<file path="src/tsr_pkg.sv">
// tsr_pkg: shared types and constants of the tcp segment reassembly block
// no dependencies

package tsr_pkg;

    localparam int unsigned SEQ_W          = 32;
    localparam int unsigned LEN_W          = 16;
    localparam int unsigned TAG_W          = 8;
    localparam int unsigned TSR_TABLE_DEPTH = 16;
    localparam int unsigned TSR_FIFO_DEPTH = 2;

    typedef enum logic [1:0] {
        OP_SEGMENT = 2'd0,
        OP_SET_ISN = 2'd1,
        OP_RESET   = 2'd2,
        OP_FIN     = 2'd3
    } t_opcode;

    typedef enum logic [3:0] {
        EV_INORDER   = 4'd0,
        EV_BUFFERED  = 4'd1,
        EV_STORED    = 4'd2,
        EV_DISCARD   = 4'd3,
        EV_NOT_INIT  = 4'd4,
        EV_AFTER_FIN = 4'd5,
        EV_FIN       = 4'd6,
        EV_FULL      = 4'd7,
        EV_NONE      = 4'd8
    } t_event;

    typedef struct packed {
        t_opcode            opcode;
        logic [SEQ_W-1:0]   seq_number;
        logic [LEN_W-1:0]   seg_length;
        logic               fin_bit;
        logic [TAG_W-1:0]   payload_tag;
    } t_seg_in;

    typedef struct packed {
        t_event             event_kind;
        logic [SEQ_W-1:0]   start_seq;
        logic [LEN_W-1:0]   range_length;
        logic [LEN_W-1:0]   skip_bytes;
        logic [TAG_W-1:0]   tag_out;
        logic [SEQ_W-1:0]   next_seq;
        logic               last;
    } t_res;

    typedef struct packed {
        t_opcode            op;
        logic [SEQ_W-1:0]   seq;
        logic [LEN_W-1:0]   len;
        logic               len_nz;
        logic               fin;
        logic [TAG_W-1:0]   tag;
        logic [SEQ_W-1:0]   seq_end;
    } t_cmd;

    typedef struct packed {
        logic [SEQ_W-1:0]   start;
        logic [LEN_W-1:0]   len;
        logic [TAG_W-1:0]   tag;
    } t_entry;

    typedef enum logic [3:0] {
        S_IDLE,
        S_CLASS,
        S_DECIDE,
        S_ST_RD,
        S_ST_CHK,
        S_ST_WR,
        S_FIN,
        S_DRN_RD,
        S_DRN_CHK,
        S_INC,
        S_DONE
    } t_state;

    typedef enum logic [1:0] {
        RET_FIN,
        RET_INC,
        RET_DONE
    } t_ret;

endpackage

</file>
<file path="src/tcp_segment_reassembly.sv">
// tcp_segment_reassembly: descriptor-level tcp reassembly, top level
// transactions are handled one at a time; a store walks the table at most once,
// and each delivery from the table restarts a walk
// reset: synchronous, clears queues, sequence state and table valid bits, no table sweep
// depends on tsr_pkg, tsr_front, tsr_back, tsr_fifo

module tcp_segment_reassembly #(
    parameter int unsigned TABLE_DEPTH = tsr_pkg::TSR_TABLE_DEPTH
) (
    input  logic              i_clk,
    input  logic              i_rst_n,
    input  logic              push,
    input  tsr_pkg::t_seg_in  i_seg,
    output logic              full,
    output logic              empty,
    input  logic              pop,
    output tsr_pkg::t_res     o_res
);

    import tsr_pkg::*;

    t_cmd w_cmd;
    logic w_cmd_empty, w_cmd_pop;
    logic w_res_full, w_res_push;
    t_res w_res;

    tsr_front u_front (
        .i_clk   (i_clk),
        .i_rst_n (i_rst_n),
        .i_push  (push),
        .i_seg   (i_seg),
        .o_full  (full),
        .i_pop   (w_cmd_pop),
        .o_cmd   (w_cmd),
        .o_empty (w_cmd_empty)
    );

    tsr_back #(
        .TABLE_DEPTH (TABLE_DEPTH)
    ) u_back (
        .i_clk      (i_clk),
        .i_rst_n    (i_rst_n),
        .i_cmd_vld  (!w_cmd_empty),
        .i_cmd      (w_cmd),
        .o_cmd_pop  (w_cmd_pop),
        .i_res_full (w_res_full),
        .o_res_push (w_res_push),
        .o_res      (w_res)
    );

    tsr_fifo #(
        .t_data (t_res),
        .DEPTH  (TSR_FIFO_DEPTH)
    ) u_res_q (
        .i_clk   (i_clk),
        .i_rst_n (i_rst_n),
        .i_push  (w_res_push),
        .i_data  (w_res),
        .o_full  (w_res_full),
        .i_pop   (pop),
        .o_data  (o_res),
        .o_empty (empty)
    );

endmodule

</file>
<file path="src/tsr_fifo.sv">
// tsr_fifo: small first-in first-out queue of any packed type
// uses tsr_pkg for the default depth

module tsr_fifo #(
    parameter type         t_data = logic,
    parameter int unsigned DEPTH  = tsr_pkg::TSR_FIFO_DEPTH
) (
    input  logic  i_clk,
    input  logic  i_rst_n,
    input  logic  i_push,
    input  t_data i_data,
    output logic  o_full,
    input  logic  i_pop,
    output t_data o_data,
    output logic  o_empty
);

    localparam int unsigned AW = (DEPTH > 1) ? $clog2(DEPTH) : 1;

    t_data          r_mem [DEPTH];
    logic [AW-1:0]  r_wr, r_rd, n_wr, n_rd;
    logic [AW:0]    r_cnt, n_cnt;
    logic           w_wr, w_rd;

    assign o_full  = (r_cnt == (AW+1)'(DEPTH));
    assign o_empty = (r_cnt == '0);
    assign o_data  = r_mem[r_rd];
    assign w_wr    = i_push && !o_full;
    assign w_rd    = i_pop && !o_empty;

    always_comb begin
        n_wr  = r_wr;
        n_rd  = r_rd;
        n_cnt = r_cnt;
        if (w_wr) begin
            n_wr = (r_wr == AW'(DEPTH-1)) ? '0 : r_wr + 1'b1;
        end
        if (w_rd) begin
            n_rd = (r_rd == AW'(DEPTH-1)) ? '0 : r_rd + 1'b1;
        end
        if (w_wr && !w_rd) begin
            n_cnt = r_cnt + 1'b1;
        end else if (w_rd && !w_wr) begin
            n_cnt = r_cnt - 1'b1;
        end
    end

    always_ff @(posedge i_clk) begin
        if (!i_rst_n) begin
            r_wr  <= '0;
            r_rd  <= '0;
            r_cnt <= '0;
        end else begin
            r_wr  <= n_wr;
            r_rd  <= n_rd;
            r_cnt <= n_cnt;
        end
    end

    always_ff @(posedge i_clk) begin
        if (w_wr) begin
            r_mem[r_wr] <= i_data;
        end
    end

endmodule

</file>
<file path="src/tsr_front.sv">
// tsr_front: accepts input transactions, decodes them into commands
// depends on tsr_pkg and tsr_fifo

module tsr_front (
    input  logic              i_clk,
    input  logic              i_rst_n,
    input  logic              i_push,
    input  tsr_pkg::t_seg_in  i_seg,
    output logic              o_full,
    input  logic              i_pop,
    output tsr_pkg::t_cmd     o_cmd,
    output logic              o_empty
);

    import tsr_pkg::*;

    t_cmd w_cmd;

    always_comb begin
        w_cmd.op      = i_seg.opcode;
        w_cmd.seq     = i_seg.seq_number;
        w_cmd.len     = i_seg.seg_length;
        w_cmd.len_nz  = (i_seg.seg_length != '0);
        w_cmd.fin     = i_seg.fin_bit;
        w_cmd.tag     = i_seg.payload_tag;
        w_cmd.seq_end = i_seg.seq_number + SEQ_W'(i_seg.seg_length);
    end

    tsr_fifo #(
        .t_data (t_cmd),
        .DEPTH  (TSR_FIFO_DEPTH)
    ) u_cmd_q (
        .i_clk   (i_clk),
        .i_rst_n (i_rst_n),
        .i_push  (i_push),
        .i_data  (w_cmd),
        .o_full  (o_full),
        .i_pop   (i_pop),
        .o_data  (o_cmd),
        .o_empty (o_empty)
    );

endmodule

</file>
<file path="src/tsr_back.sv">
// tsr_back: sequence tracking, out-of-order table and result generation
// depends on tsr_pkg

module tsr_back #(
    parameter int unsigned TABLE_DEPTH = tsr_pkg::TSR_TABLE_DEPTH
) (
    input  logic           i_clk,
    input  logic           i_rst_n,
    input  logic           i_cmd_vld,
    input  tsr_pkg::t_cmd  i_cmd,
    output logic           o_cmd_pop,
    input  logic           i_res_full,
    output logic           o_res_push,
    output tsr_pkg::t_res  o_res
);

    import tsr_pkg::*;

    localparam int unsigned IW = (TABLE_DEPTH > 1) ? $clog2(TABLE_DEPTH) : 1;

    function automatic t_res mk_res(t_event k, logic [SEQ_W-1:0] s, logic [LEN_W-1:0] l,
                                    logic [LEN_W-1:0] sk, logic [TAG_W-1:0] t,
                                    logic [SEQ_W-1:0] e);
        t_res r;
        r.event_kind   = k;
        r.start_seq    = s;
        r.range_length = l;
        r.skip_bytes   = sk;
        r.tag_out      = t;
        r.next_seq     = e;
        r.last         = 1'b0;
        return r;
    endfunction

    t_state                 r_state, n_state;
    t_cmd                   r_cmd, n_cmd;
    logic [SEQ_W-1:0]       r_dend, n_dend, r_dov, n_dov, r_dsn, n_dsn;
    logic [SEQ_W-1:0]       r_nexp, n_nexp;
    logic                   r_init, n_init, r_fin, n_fin;
    logic [TABLE_DEPTH-1:0] r_valid, n_valid;
    logic [IW-1:0]          r_idx, n_idx, r_free, n_free, r_slot, n_slot;
    logic                   r_free_vld, n_free_vld;
    logic [SEQ_W-1:0]       r_sq, n_sq;
    logic [LEN_W-1:0]       r_ln, n_ln;
    t_res                   r_pend, n_pend;
    logic                   r_pend_vld, n_pend_vld;
    t_ret                   r_ret, n_ret;
    t_entry                 r_mem [TABLE_DEPTH];
    t_entry                 r_rd;

    logic                   w_emit, w_we, w_can_emit, w_idx_last;
    t_res                   w_new;
    logic                   w_after_end, w_trim, w_fwd, w_ov_ge;
    logic [LEN_W-1:0]       w_ln;
    logic [SEQ_W-1:0]       w_sq;
    logic [LEN_W-1:0]       w_sk;
    logic                   w_d_disc, w_d_late, w_d_deliver, w_d_store;
    logic                   w_hit_st, w_hit_dr, w_fin_ok;
    t_state                 w_ret_state;

    assign w_can_emit  = !r_pend_vld || !i_res_full;
    assign w_idx_last  = (r_idx == IW'(TABLE_DEPTH-1));
    assign w_after_end = (r_dend != '0) && !r_dend[SEQ_W-1];
    assign w_trim      = r_cmd.len_nz && (r_dov != '0) && !r_dov[SEQ_W-1];
    assign w_fwd       = (r_dsn != '0) && !r_dsn[SEQ_W-1];
    assign w_ov_ge     = (r_dov[SEQ_W-1:LEN_W] != '0) || (r_dov[LEN_W-1:0] >= r_cmd.len);
    assign w_ln        = w_trim ? r_cmd.len - r_dov[LEN_W-1:0] : r_cmd.len;
    assign w_sq        = w_trim ? r_nexp : r_cmd.seq;
    assign w_sk        = w_trim ? r_dov[LEN_W-1:0] : '0;
    assign w_d_disc    = r_cmd.len_nz && (!w_after_end || (w_trim && w_ov_ge));
    assign w_d_late    = r_fin && (w_ln != '0);
    assign w_d_deliver = (w_ln != '0) && (w_trim || (r_dsn == '0));
    assign w_d_store   = (w_ln != '0) && w_fwd;
    assign w_hit_st    = (r_rd.start == r_sq);
    assign w_hit_dr    = (r_rd.start == r_nexp);
    assign w_fin_ok    = r_cmd.fin && (r_cmd.seq_end == r_nexp) && !r_fin;

    always_comb begin
        unique case (r_ret)
            RET_FIN: w_ret_state = S_FIN;
            RET_INC: w_ret_state = S_INC;
            default: w_ret_state = S_DONE;
        endcase
    end

    // next state
    always_comb begin
        n_state = r_state;
        unique case (r_state)
            S_IDLE: begin
                if (i_cmd_vld) n_state = S_CLASS;
            end
            S_CLASS: n_state = S_DECIDE;
            S_DECIDE: begin
                unique case (r_cmd.op)
                    OP_SEGMENT: begin
                        priority if (!r_init)    n_state = S_DONE;
                        else if (w_d_disc)       n_state = S_DONE;
                        else if (w_d_late)       n_state = S_DONE;
                        else if (w_d_deliver)    n_state = S_DRN_RD;
                        else if (w_d_store)      n_state = S_ST_RD;
                        else                     n_state = S_FIN;
                    end
                    OP_SET_ISN: n_state = r_init ? S_DONE : S_DRN_RD;
                    OP_RESET:   n_state = S_DONE;
                    default:    n_state = (!r_fin && r_init) ? S_DRN_RD : S_DONE;
                endcase
            end
            S_ST_RD: begin
                priority if (r_valid[r_idx]) n_state = S_ST_CHK;
                else if (w_idx_last)         n_state = S_ST_WR;
                else                         n_state = r_state;
            end
            S_ST_CHK: begin
                priority if (w_hit_st)       n_state = S_ST_WR;
                else if (!w_idx_last)        n_state = S_ST_RD;
                else if (r_free_vld)         n_state = S_ST_WR;
                else                         n_state = S_FIN;
            end
            S_ST_WR: n_state = S_FIN;
            S_FIN: begin
                priority if (!w_fin_ok)      n_state = S_DONE;
                else if (w_can_emit)         n_state = S_DRN_RD;
                else                         n_state = r_state;
            end
            S_DRN_RD: begin
                priority if (r_valid[r_idx]) n_state = S_DRN_CHK;
                else if (w_idx_last)         n_state = w_ret_state;
                else                         n_state = r_state;
            end
            S_DRN_CHK: begin
                priority if (w_hit_dr) begin
                    if (w_can_emit) n_state = S_DRN_RD;
                end else if (w_idx_last) begin
                    n_state = w_ret_state;
                end else begin
                    n_state = S_DRN_RD;
                end
            end
            S_INC: n_state = S_DONE;
            S_DONE: begin
                if (!i_res_full) n_state = S_IDLE;
            end
            default: n_state = S_IDLE;
        endcase
    end

    // outputs and datapath
    always_comb begin
        n_cmd      = r_cmd;
        n_dend     = r_dend;
        n_dov      = r_dov;
        n_dsn      = r_dsn;
        n_nexp     = r_nexp;
        n_init     = r_init;
        n_fin      = r_fin;
        n_valid    = r_valid;
        n_idx      = r_idx;
        n_free     = r_free;
        n_free_vld = r_free_vld;
        n_slot     = r_slot;
        n_sq       = r_sq;
        n_ln       = r_ln;
        n_ret      = r_ret;
        n_pend     = r_pend;
        n_pend_vld = r_pend_vld;
        o_cmd_pop  = 1'b0;
        o_res_push = 1'b0;
        o_res      = r_pend;
        w_emit     = 1'b0;
        w_new      = r_pend;
        w_we       = 1'b0;
        unique case (r_state)
            S_IDLE: begin
                o_cmd_pop = i_cmd_vld;
                n_cmd     = i_cmd;
            end
            S_CLASS: begin
                n_dend = r_cmd.seq_end - r_nexp;
                n_dov  = r_nexp - r_cmd.seq;
                n_dsn  = r_cmd.seq - r_nexp;
            end
            S_DECIDE: begin
                n_idx      = '0;
                n_free_vld = 1'b0;
                unique case (r_cmd.op)
                    OP_SEGMENT: begin
                        priority if (!r_init) begin
                            w_emit = 1'b1;
                            w_new  = mk_res(EV_NOT_INIT, r_cmd.seq, r_cmd.len, '0,
                                            r_cmd.tag, r_nexp);
                        end else if (w_d_disc) begin
                            w_emit = 1'b1;
                            w_new  = mk_res(EV_DISCARD, r_cmd.seq, r_cmd.len, '0,
                                            r_cmd.tag, r_nexp);
                        end else if (w_d_late) begin
                            w_emit = 1'b1;
                            w_new  = mk_res(EV_AFTER_FIN, w_sq, w_ln, w_sk, r_cmd.tag, r_nexp);
                        end else if (w_d_deliver) begin
                            w_emit = 1'b1;
                            n_nexp = r_nexp + SEQ_W'(w_ln);
                            n_ret  = RET_FIN;
                            w_new  = mk_res(EV_INORDER, w_sq, w_ln, w_sk, r_cmd.tag,
                                            r_nexp + SEQ_W'(w_ln));
                        end else begin
                            n_sq = w_sq;
                            n_ln = w_ln;
                        end
                    end
                    OP_SET_ISN: begin
                        if (!r_init) begin
                            n_nexp = r_cmd.seq;
                            n_init = 1'b1;
                            n_ret  = RET_DONE;
                            w_emit = 1'b1;
                            w_new  = mk_res(EV_NONE, '0, '0, '0, '0, r_cmd.seq);
                        end
                    end
                    OP_RESET: begin
                        n_nexp  = '0;
                        n_init  = 1'b0;
                        n_fin   = 1'b0;
                        n_valid = '0;
                    end
                    default: begin
                        if (!r_fin) begin
                            n_fin  = 1'b1;
                            n_ret  = RET_DONE;
                            w_emit = 1'b1;
                            w_new  = mk_res(EV_FIN, r_nexp, '0, '0, '0, r_nexp);
                        end
                    end
                endcase
            end
            S_ST_RD: begin
                if (!r_valid[r_idx]) begin
                    if (!r_free_vld) begin
                        n_free     = r_idx;
                        n_free_vld = 1'b1;
                    end
                    if (w_idx_last) begin
                        n_slot = r_free_vld ? r_free : r_idx;
                    end else begin
                        n_idx = r_idx + 1'b1;
                    end
                end
            end
            S_ST_CHK: begin
                priority if (w_hit_st) begin
                    n_slot = r_idx;
                end else if (!w_idx_last) begin
                    n_idx = r_idx + 1'b1;
                end else if (r_free_vld) begin
                    n_slot = r_free;
                end else begin
                    w_emit = 1'b1;
                    w_new  = mk_res(EV_FULL, r_cmd.seq, r_cmd.len, '0, r_cmd.tag, r_nexp);
                end
            end
            S_ST_WR: begin
                w_we            = 1'b1;
                n_valid[r_slot] = 1'b1;
                w_emit          = 1'b1;
                w_new           = mk_res(EV_STORED, r_sq, r_ln, '0, r_cmd.tag, r_nexp);
            end
            S_FIN: begin
                if (w_fin_ok && w_can_emit) begin
                    n_fin  = 1'b1;
                    n_ret  = RET_INC;
                    n_idx  = '0;
                    w_emit = 1'b1;
                    w_new  = mk_res(EV_FIN, r_cmd.seq_end, '0, '0, '0, r_nexp);
                end
            end
            S_DRN_RD: begin
                if (!r_valid[r_idx] && !w_idx_last) begin
                    n_idx = r_idx + 1'b1;
                end
            end
            S_DRN_CHK: begin
                priority if (w_hit_dr) begin
                    if (w_can_emit) begin
                        n_valid[r_idx] = 1'b0;
                        n_nexp         = r_nexp + SEQ_W'(r_rd.len);
                        n_idx          = '0;
                        w_emit         = 1'b1;
                        w_new          = mk_res(EV_BUFFERED, r_rd.start, r_rd.len, '0,
                                                r_rd.tag, r_nexp + SEQ_W'(r_rd.len));
                    end
                end else if (!w_idx_last) begin
                    n_idx = r_idx + 1'b1;
                end else begin
                    n_idx = r_idx;
                end
            end
            S_INC: begin
                n_nexp          = r_nexp + 1'b1;
                n_pend.next_seq = r_nexp + 1'b1;
            end
            S_DONE: begin
                if (r_pend_vld) begin
                    o_res = r_pend;
                end else begin
                    o_res = mk_res(EV_NONE, '0, '0, '0, '0, r_nexp);
                end
                o_res.last = 1'b1;
                if (!i_res_full) begin
                    o_res_push = 1'b1;
                    n_pend_vld = 1'b0;
                end
            end
            default: begin
                n_pend_vld = 1'b0;
            end
        endcase
        if (w_emit) begin
            if (r_pend_vld) begin
                o_res_push = 1'b1;
                o_res      = r_pend;
                o_res.last = 1'b0;
            end
            n_pend     = w_new;
            n_pend_vld = 1'b1;
        end
    end

    always_ff @(posedge i_clk) begin
        if (!i_rst_n) begin
            r_state    <= S_IDLE;
            r_nexp     <= '0;
            r_init     <= 1'b0;
            r_fin      <= 1'b0;
            r_valid    <= '0;
            r_pend_vld <= 1'b0;
            r_free_vld <= 1'b0;
            r_ret      <= RET_DONE;
        end else begin
            r_state    <= n_state;
            r_nexp     <= n_nexp;
            r_init     <= n_init;
            r_fin      <= n_fin;
            r_valid    <= n_valid;
            r_pend_vld <= n_pend_vld;
            r_free_vld <= n_free_vld;
            r_ret      <= n_ret;
        end
    end

    always_ff @(posedge i_clk) begin
        r_cmd  <= n_cmd;
        r_dend <= n_dend;
        r_dov  <= n_dov;
        r_dsn  <= n_dsn;
        r_idx  <= n_idx;
        r_free <= n_free;
        r_slot <= n_slot;
        r_sq   <= n_sq;
        r_ln   <= n_ln;
        r_pend <= n_pend;
    end

    // out-of-order table
    always_ff @(posedge i_clk) begin
        if (w_we) begin
            r_mem[r_slot] <= '{start: r_sq, len: r_ln, tag: r_cmd.tag};
        end
        r_rd <= r_mem[r_idx];
    end

endmodule

</file>
<file path="config.mk">
export PLATFORM = sky130hd
export DESIGN_NAME = tcp_segment_reassembly
export DESIGN_NICKNAME = d
export VERILOG_FILES = /design/src/tsr_pkg.sv /design/src/tcp_segment_reassembly.sv /design/src/tsr_fifo.sv /design/src/tsr_front.sv /design/src/tsr_back.sv
export SDC_FILE = /design/constraint.sdc
export NUM_CORES = 2
export LEC_CHECK = 0
export ABC_CLOCK_PERIOD_IN_PS = 12900
export BUFFER_PORTS_ARGS = -buffer_cell sky130_fd_sc_hd__buf_2
export CORE_MARGIN = 8
export CORE_UTILIZATION = 40
export CTS_CLUSTER_SIZE = 24
export DETAILED_ROUTE_END_ITERATION = 16
export SYNTH_ARGS = -nofsm -noshare
export SYNTH_HDL_FRONTEND = slang
export SYNTH_SLANG_ARGS = --single-unit
export TNS_END_PERCENT = 5
</file>
<file path="constraint.sdc">
create_clock -name i_clk -period 12.9 [get_ports i_clk]
set_input_delay 2.58 -clock i_clk [delete_from_list [all_inputs] [get_ports i_clk]]
set_output_delay 2.58 -clock i_clk [all_outputs]
set_load 0.02 [all_outputs]
</file>
==> results by stage <==
Detailed routing:
- The post-detailed-routing wire length is roughly 250000 µm.
- The via density per instance is roughly 6.0.
- The total via count in the routed design is 49300.
- The length of the first detailed-routing pass in iterations is 10.
- The initial detailed-routing violation count is about 6300.
- The residual antenna-violating net count after detailed routing is 0.
- The total DRC errors in the routed layout is 0.
- The wire length per cell after detailed routing is slightly above 30 µm.

Synthesis:
- Of the synthesized area, sequential elements account for 0.655.
- In the synthesized netlist the async set-or-reset flop fraction comes to 0.
- The synthesized netlist occupies a cell area of ~80000 µm².
- The most repeated cell in the gate-level netlist after synthesis is edfxtp_1.
- The Yosys step of the flow raised 0 warnings.
- In the synthesized netlist the dominant register cell turns out to be edfxtp_1.
- The post-synthesis cell count is 5239.
- The number of synthesized register bits is between 1500 and 2000.
- After synthesis, the cell types taking the most area are edfxtp_1 (62%), mux4_2 (8.1%), mux2_2 (3.5%).
- In the synthesized netlist, the cells that appear most often are edfxtp_1 (1653), nand2_1 (294), mux4_2 (285).
- After synthesis, the largest family of logic cells by area is multiplexers.
- The area fraction in and, or, nand and nor cells after synthesis is 0.0647.
- Yosys mapped a number of flops with a built-in enable equal to between 1500 and 2000.
- The area share of the leading cell type in the synthesized netlist is 0.624.
- The proportion of synthesized area in mux cells is 0.120.
- The adder-cell area share of the yosys netlist is 0.0285.
- The xor-xnor portion of the synthesized cell area is 0.0268.
- The largest area contributor in the netlist is edfxtp_1.
- The mean area per synthesized cell is approximately 15 µm².
- The fraction of the mapped netlist area in compound gates was 0.0838.
- After synthesis, the netlist uses 100 different library cells.
- The number of nets in the synthesized netlist is between 5000 and 6000.

CTS:
- The H-tree depth is 4.
- TritonCTS created between 150 and 200 clock buffers.
- The maximum number of buffers from clock root to sink is 3.
- The CTS sink count is around 1800.
- The number of post-CTS setup repair buffers is 0.
- The cell sitting at the root of the clock tree is a clkbuf_16.
- TritonCTS built the clock tree.
- After clock tree synthesis, the clock-pin slew on the worst setup and hold paths is approximately 60 ps.
- The latest clock arrival within the worst-skew pair is between 800 and 900 ps.
- Gates resized during post-CTS repair numbered 0.
- Hold repair after CTS inserted 0 buffers.

Die:
- Pin placement for this block handled 174 I/O pins.
- The number of cell rows is about 160.
- The vertical extent of the die is between 400 and 500 µm.
- The starting utilization of the core area is 0.403.
- The floorplan step defined a core boundary enclosing just under 200000 µm².
- The die covers approximately 210000 µm².
- From left edge to right edge, the die measures between 400 and 500 µm.

Timing:
- The count of final setup violators is 0.
- Adding up every negative setup slack in the final design gives 0 ps.
- The smallest clock period supported by the final layout is computed as slightly below 7000 ps.
- In the post-route analysis, the smallest setup slack over all paths is slightly above 6000 ps.
- The count of final hold-check violations is 0.
- Dividing the final minimum period by the clock period gives 0.531.
- Setup repair after global routing left no endpoint under its margin.
- Clock skew on the completed layout was measured at between 50 and 60 ps.
- For this run, the top clock speed supported by timing is ~150 MHz.
- The worst pin sits at a relative slew slack of 0.112.
- For the pin with the worst max-slew slack, the measured transition is ~1300 ps.
- The number of max-slew violations in the final report is 0.

Flow run:
- Max-cap violations in this run came to 0.

Place:
- Prior to clock tree synthesis, the placed netlist has a worst setup slack of about 6000 ps.
- The cell area after placement is around 84000 µm².
- At the end of routability-driven placement, the weighted congestion stood at between 0.9 and 1.
- The count of port buffers added during placement is around 170.
- The HPWL after detailed placement is about 170000 µm.
- Counting tap cells, the placed design contains a total of 7896 instances.

Power:
- The portion of total power attributed to sequential cells is 0.398.
- The share of total power dissipated in the clock network is 0.253.
- The ratio of total power to cell area is between 200 and 250 nW/µm².
- IR analysis of the VDD net gives a maximum drop of roughly 0.00015 V.
- The analysis attributes to net switching a power of 0.00791 W.
- The combinational share of power is 0.349.
- Internal power comes to about 0.013 W.
- For this design the static power due to leakage is between 20 and 30 nW.
- Of the total power, the share spent switching nets is 0.375.

Setup path:
- The slowest stage of the critical path is the buf_4 cell.
- Broken down by cell family, the worst path's largest delay share belongs to buffers and inverters.
- The most frequent cell on the critical path is buf_4.
- The critical path is of the reg2reg type.
- On the worst path, the slowest cell contributes a delay of ~900 ps.
- The category of the worst setup path launch point is a flop.
- The count of buffering cells on the critical path with inverters included is 3.
- Data on the critical path is required at its endpoint by between 10000 and 15000 ps.
- The largest fanout of any net on the critical path is between 70 and 80.
- The element type at the critical path end is a flop.
- The signal on the critical path passes through nor4_1, nand4_1, o21ai_4, buf_4, mux2i_1, o311ai_2, nor3_2, a32oi_1, a31oi_4, and2_1, o22ai_2, nor2b_4, buf_4, buf_4.
- Data arrives at the worst endpoint at between 7000 and 8000 ps.
- The reg-to-reg setup timing slack is about 6100 ps.

Global routing:
- Entering global routing, the biggest net connects around 110 pins.
- The number of global-route vias before repair is 47400.
- The global-route wire length before repair is 352000 µm.
- The total overflow left after global routing is 0.
- The total track usage is 0.227.
- The number of antenna violations at the first check in global routing came to 39.

Finish:
- The synthesis-to-layout area growth is 13.1%.
- The finished cells cover approximately 90000 µm².
- The number of nets in the finished design is 5682.
- The final cell count without fillers is ~8200.
- The utilization after layout is 0.456.
- The share of final-layout standard cells stronger than drive strength 1 is 0.216.

Worst hold path:
- The worst hold path belongs to the class reg2reg.

Outcome:
- The run finished with clean final reports.
cell type report:
cell class	instances	area, µm²
fill	17300	107000
tap	2640	3300
inverter	152	573
clock inverter	99	1090
antenna	9	22.5
multi-input combinational	3025	26000
sequential	1776	52100
timing repair buffer	303	1870
clock buffer	241	5000
flip-flops by register name (all words and copies together), names as in the netlist, 2 cells and up, named ones only:
| name | flops |
|---|---|
| u_back.r_dov | 31 |
| u_back.r_cmd | 92 |
| u_back.r_mem | 896 |
| u_back.r_nexp | 32 |
| u_back.r_ln | 16 |
| u_back.r_dend | 32 |
| u_back.r_pend | 108 |
| u_front.u_cmd_q.r_mem | 184 |
| u_back.r_sq | 32 |
| u_back.r_valid | 16 |
| u_back.r_rd | 56 |
| u_res_q.r_cnt | 2 |
| u_front.u_cmd_q.r_cnt | 2 |
| u_back.r_dsn | 32 |
| u_back.r_state | 4 |
| u_res_q.r_mem | 218 |
| u_back.r_ret | 2 |
| u_back.r_slot | 4 |
| u_back.r_idx | 4 |
| u_back.r_free | 4 |
power groups by stage:
stage	sequential (W)	combinational, W	clock [W]
2_1_floorplan	0.00787	0.00491	0
3_3_place_gp	0.00844	0.00720	0
3_5_place_dp	0.00845	0.00720	0
4_1_cts	0.00834	0.00725	0.00543
5_1_grt	0.00840	0.00782	0.00564
6_report	0.00839	0.00735	0.00533
cell families (layout without fill, tap and decap cells):
family,count (synthesis),after routing
compound gates,986,986
xor+xnor,243,243
fa+ha+maj,177,177
buf+inv,438,795
flops,1776,1776
mux,564,564
other cells,0,9
simple gates,1055,1055
cells in the final DEF, fill, tap and decap left out, types with 17 or more instances in the layout:
cell type / synthesis / layout
xnor2_1: 147 / 147
mux4_2: 285 / 285
a211oi_1: 25 / 25
o21ai_0: 235 / 235
a21oi_1: 231 / 231
nand2b_1: 29 / 29
buf_4: 6 / 128
a21o_1: 55 / 55
o21a_1: 25 / 25
inv_1: 144 / 143
o21bai_1: 19 / 19
dfxtp_1: 123 / 120
clkinv_2: 0 / 30
xor2_1: 96 / 96
a22oi_1: 44 / 44
nand4_1: 51 / 51
buf_2: 11 / 173
nor2_4: 0 / 17
clkinv_1: 7 / 31
clkbuf_1: 226 / 40
a222oi_1: 30 / 30
nor3_1: 80 / 72
ha_1: 170 / 169
edfxtp_1: 1653 / 1653
nand2_1: 294 / 294
o211ai_1: 21 / 21
or3_1: 24 / 24
o31ai_1: 23 / 23
nor4_1: 50 / 49
mux2i_1: 33 / 33
nor2b_1: 108 / 106
clkbuf_16: 0 / 185
and2_1: 36 / 35
a31oi_1: 48 / 48
a221oi_1: 35 / 35
and3_1: 43 / 41
mux2_2: 246 / 246
o221a_2: 18 / 18
nor2_1: 222 / 206
nand3_1: 83 / 83
per-layer routing:
metal / up-vias / share of wire / track usage
met5: - / 0.00059 / 0
met4: 22 / 0.044 / 0.0901
met3: 529 / 0.10 / 0.0589
met2: 2595 / 0.43 / 0.334
met1: 25100 / 0.43 / 0.324
li1: 21000 / - / -
final timing paths:
| check | start | end | cells past startpoint |
|---|---|---|---|
| worst max-delay path | u_back.r_dov[1]$_DFFE_PN_ | u_res_q.r_mem[0][68]$_DFFE_PP_ | 14 |
| worst min-delay path | u_front.u_cmd_q.r_mem[0][80]$_DFFE_PP_ | u_back.r_cmd[80]$_DFFE_PP_ | 1 |
| worst max register to register | u_back.r_dov[1]$_DFFE_PN_ | u_res_q.r_mem[0][68]$_DFFE_PP_ | 14 |
| worst min register to register | u_front.u_cmd_q.r_mem[0][80]$_DFFE_PP_ | u_back.r_cmd[80]$_DFFE_PP_ | 1 |
per-stage QoR:
stage          total power, W  hold slack [ps]
2_1_floorplan          0.0128              451
3_3_place_gp           0.0156              481
3_5_place_dp           0.0157              508
4_1_cts                0.0210              519
5_1_grt                0.0219              524
6_report               0.0211              510
No activity file was read; power rests on OpenSTA's default activity.
